## src/hdl/nfha_scan_unit.sv

```systemverilog
// ----------------------------------------------------------------------------
// nfha_scan_unit
// Shared pointer step: optional increment, wrap against the limit, count test.
// ----------------------------------------------------------------------------
module nfha_scan_unit #(
  parameter int AW = 8,
  parameter int LW = 9
) (
  input  logic [AW-1:0] ptr,
  input  logic          inc,
  input  logic [LW-1:0] cnt,
  input  logic [LW-1:0] lim,
  output logic [AW-1:0] ptr_out,
  output logic          last
);

  logic [LW-1:0] q;

  assign q       = LW'(ptr) + (inc ? LW'(1) : LW'(0));
  assign ptr_out = (q >= lim) ? '0 : q[AW-1:0];
  assign last    = ((cnt + LW'(1)) == lim);

endmodule

```

## config.mk

```make
export PLATFORM = sky130hd
export DESIGN_NAME = nfha_scan_unit
export DESIGN_NICKNAME = d
export VERILOG_FILES = /design/src/hdl/nfha_scan_unit.sv
export SDC_FILE = /design/constraint.sdc
export NUM_CORES = 1
export LEC_CHECK = 0
export ABC_AREA = 1
export BUFFER_PORTS_ARGS = -buffer_cell sky130_fd_sc_hd__buf_2
export CAP_MARGIN = 10
export CORE_MARGIN = 2
export CORE_UTILIZATION = 54
export DETAILED_ROUTE_END_ITERATION = 10
export GPL_TIMING_DRIVEN = 0
export PLACE_DENSITY = 0.94
export SETUP_SLACK_MARGIN = 0.3
export SLEW_MARGIN = 20
export SYNTH_ARGS = -nofsm -noshare
export SYNTH_HDL_FRONTEND = slang
export SYNTH_SLANG_ARGS = --single-unit
```

## constraint.sdc

```tcl
create_clock -name vclk -period 3.4
set_input_delay 0 -clock vclk [all_inputs]
set_output_delay 0 -clock vclk [all_outputs]
set_load 0.02 [all_outputs]
```

* Yosys cells after proc, flatten, opt, wreduce, memory -nomap -nowiden
Index checks and enable logic that the tools add are counted.
Operators by class: add/subtract/negate cells 2, $lt $le $gt $ge 1, equal/unequal tests 1, mux-type cells 2
Operator list (count):
- $add 8x1->9 | 1
- $add 9x1->9 const B | 1
- $eq 9x9->1 | 1
- $ge 9x9->1 | 1
- $mux 8 | 1
- $mux 1 | 1
Storage, ports and cells: bits in registers 0, output and inout port bits 9

* Depth between registers and ports, before layout
depth after elaboration 4, depth in mapped cells 12, mapped depth without buffers 12

* Worst setup path after synthesis
Ideal clock, no wire load.
path type input-to-output, start input ptr[0], end output ptr_out[7], arrival time 1.828 ns, slack 1.572 ns, stages 11, path buffers 0, path through ha_1 -> nand2_1 -> nor2_1 -> and3_1 -> xor2_1 -> inv_1 -> ha_1 -> a21oi_1 -> o21a_1 -> nand4_1 -> nor2_1
Between the ends: longest elaborated chain between the ends 3
RTL lines:
- start: declaration | line 9 | input logic [AW-1:0] ptr,
- $add 8x1->9 (*) | line 19 | assign q = LW'(ptr) + (inc ? LW'(1) : LW'(0));
- $ge 9x9->1 | line 20 | assign ptr_out = (q >= lim) ? '0 : q[AW-1:0];
- $mux 8 (*) | line 20
- end: declaration | line 13 | output logic [AW-1:0] ptr_out,
Every way passes the cells marked *; elsewhere a longest branch is shown, timed or not.

* Worst setup path after layout
start input ptr[0], end output ptr_out[0]
Same word-level chain as after synthesis.

==> impl_summary.md <==
Synthesis
The number of nets in the synthesized netlist is 173. The top-area cell type share of the netlist area is 0.200. By count the netlist is led by nand2_1, inv_1, nor2_1. The cell area that synthesis handed to floorplanning was 749 sq um.

The total number of yosys warnings is 0. The gate count of the mapped netlist is 134. For this run, the register share of the synthesized area comes to 0. The post-synthesis cell type count is 19. The most area-hungry cell type in the Yosys netlist is ha_1.

Among all cell types in the netlist, the one instantiated most often is nand2_1. Dividing the synthesized area by the synthesized cell count gives 5.59 sq um. Ranked by total cell area, the synthesized netlist is headed by ha_1, nand2_1, inv_1, nor2_1, xor2_1.

Worst setup path
The worst setup path is of the input pin to output port kind. The critical path goes through buf_2 > ha_1 > nand2_1 > nor2_1 > and3_1 > xor2_1 > inv_1 > ha_1 > a21oi_1 > o21a_1 > nand4_1 > nor2_1 > buf_2. In this run the worst setup path terminates at ptr_out[0]. The arrival time reported for the critical path endpoint is 2.10 ns. Of all nets on the critical path, the largest fanout is 8. The largest single stage delay on the critical path is 0.28 ns. The worst setup path is launched from an input pin. For this design, the slowest cell found on the critical path is ha_1. STA classifies the critical path endpoint as an output port. The required time of the critical path is 3.40 ns. The most critical setup path has its startpoint at ptr[0].

STA
The normalized max-slew margin is 0.779. Setup repair after global routing left no endpoint under its margin. The maximum achievable frequency is 0.477 GHz.

The final number of hold-violating endpoints is 0. In the post-route analysis, the smallest setup slack over all paths is 1.30 ns. Counting I/O delays and the setup requirement, the final critical path takes 2.10 ns. The actual transition at the worst max-transition pin is 0.330 ns.

Setup violations remaining at the end of the flow were counted as 0. In the finished design, the share of the clock period the worst path needs comes to 0.617. The total count of max-transition violations in the final report came to 0. Adding up every negative setup slack in the final design gives 0 ns.

Route
The remaining design rule violation count is 0. The final wirelength is 1750 microns. In this run, the number of DRC markers left after iteration 0 of detailed routing was 15.

The detailed router placed 907 vias in this run. The number of nets with antenna violations after detailed routing is 0. The via-per-instance ratio is 4.90. Dividing the detail-routed wire length by the instance count gives 9.46 microns. The first-pass detailed-route iteration total is 4.

Outcome
The run finished with clean final reports.

Hold path
The number of stages on the worst hold path is 4. The path class of the tightest hold or removal check is input pin to output port.

GRT
The first global-routing pass estimated 2680 microns of wire. The number of antenna violations at the first check in global routing is 0. After global routing the overflow that remains totals 0. The combined global-route utilization of all metal layers is 0.226. Entering global routing, the biggest net connects 9 pins. The via count of the first global-routing pass is 748.

Finish
The synthesis-to-finish area growth is 26.5%. The number of clock buffer instances in the layout is 0. At the end of the flow, the number of nets in the layout was 211. The sequential cells in the finished layout cover a total of 0 sq um. The post-route cell area is 948 sq um. The layout cell share with drive strength beyond 1 is 0.235. The repair_antennas step left the layout with diodes totalling 0. The final layout contains a sequential cell count of 0. Once layout is complete, the utilization of the core stands at 0.729. The filler cell count is 124.

Power and ir drop
The largest vdd supply drop is 86.3 uV. Summed over all cells, the static leakage comes to 0.620 nW. The power per cell area is 133 nW/um^2.

CTS
The count of hold-fix buffers inserted at cts is 0. The post-cts sizing count is 0. Buffers added to address setup during post-CTS repair amount to 0.

Placed design
The post-DP HPWL is 1620 microns. The placement-stage worst setup slack is 1.29 ns. At the end of routability-driven placement, the weighted congestion stood at 0.757. In this run the cell area measured after placement is 948 sq um. Input and output buffers added on the ports amount to 36.

Floorplan
The top-level port count is 36. The y dimension of the die is 41.3 microns. The total number of placement rows is 13. The initial utilization of the core area, before any placement, comes to 0.576. The horizontal extent of the die is 41.3 microns.

In this run the standard cell core region covers 1300 sq um. The die outline area is 1700 sq um.

Flow run
The max-cap violation count is 0.
cells by family (layout without fill, tap and decap cells):
kind of cell	Yosys count	count (layout)	share of synthesized area
compound gates	8	8	0.0568
xor+xnor	11	11	0.147
fa+ha+maj	12	12	0.200
buf+inv	27	63	0.135
simple gates	76	76	0.461
metrics by stage:
stage / std cells / total power [W] / hold WS (ns)
4_1_cts: 185 / 0.000127 / 0.404
2_1_floorplan: 134 / 0.0000801 / 0.195
3_3_place_gp: 185 / 0.000120 / 0.397
5_1_grt: 185 / 0.000144 / 0.424
3_5_place_dp: 185 / 0.000126 / 0.404
6_report: 185 / 0.000126 / 0.400
layout by cell type, fill, tap and decap left out:
| master | n |
|---|---|
| buf_2 | 36 |
| nand2_1 | 35 |
| inv_1 | 26 |
| nor2_1 | 19 |
| ha_1 | 12 |
| nand3_1 | 8 |
| xor2_1 | 7 |
| a21oi_1 | 4 |
| and3_1 | 3 |
| nand4_1 | 3 |
| xnor2_1 | 3 |
| o21ai_0 | 3 |
| nand3b_1 | 3 |
| nand3_2 | 2 |
| o21a_1 | 1 |
| nor3_2 | 1 |
| clkinv_1 | 1 |
| xnor3_1 | 1 |
| or2_1 | 1 |
| nor2_2 | 1 |
critical path: cells and delay by family:
family          cells  cell delay, ns
simple gates        5            0.89
buf+inv             3            0.35
xor+xnor            1            0.18
fa+ha+maj           2            0.42
compound gates      2            0.25
power breakdown:
part           switching (W)  internal [W]
sequential                 0             0
clock                      0             0
combinational      0.0000746     0.0000516
total              0.0000746     0.0000516
worst min path at each step:
| stage | startpoint | to | slack, ns |
|---|---|---|---|
| after global routing | ptr[7] | ptr_out[7] | 0.42 |
| after CTS | ptr[7] | ptr_out[7] | 0.40 |
| after global placement | ptr[7] | ptr_out[7] | 0.40 |
| final | ptr[7] | ptr_out[7] | 0.40 |
| after detailed placement | ptr[7] | ptr_out[7] | 0.40 |
| after floorplan | ptr[1] | ptr_out[1] | 0.19 |
routing by layer:
| layer | up-vias | part of all wire | track usage |
|---|---|---|---|
| met3 | 4 | 0.043 | 0.0163 |
| li1 | 502 | - | - |
| met5 | - | 0 | 0 |
| met4 | 0 | 0.012 | 0.0323 |
| met1 | 380 | 0.42 | 0.234 |
| met2 | 21 | 0.52 | 0.480 |
cell type report:
cell class	count	area (sq um)	area share
Inverter	27	101	0.107
Multi-Input combinational cell	107	648	0.683
Tap cell	15	18.8	0.0198
Timing Repair Buffer	36	180	0.190
Note: power is estimated with default switching activity, not from simulation.
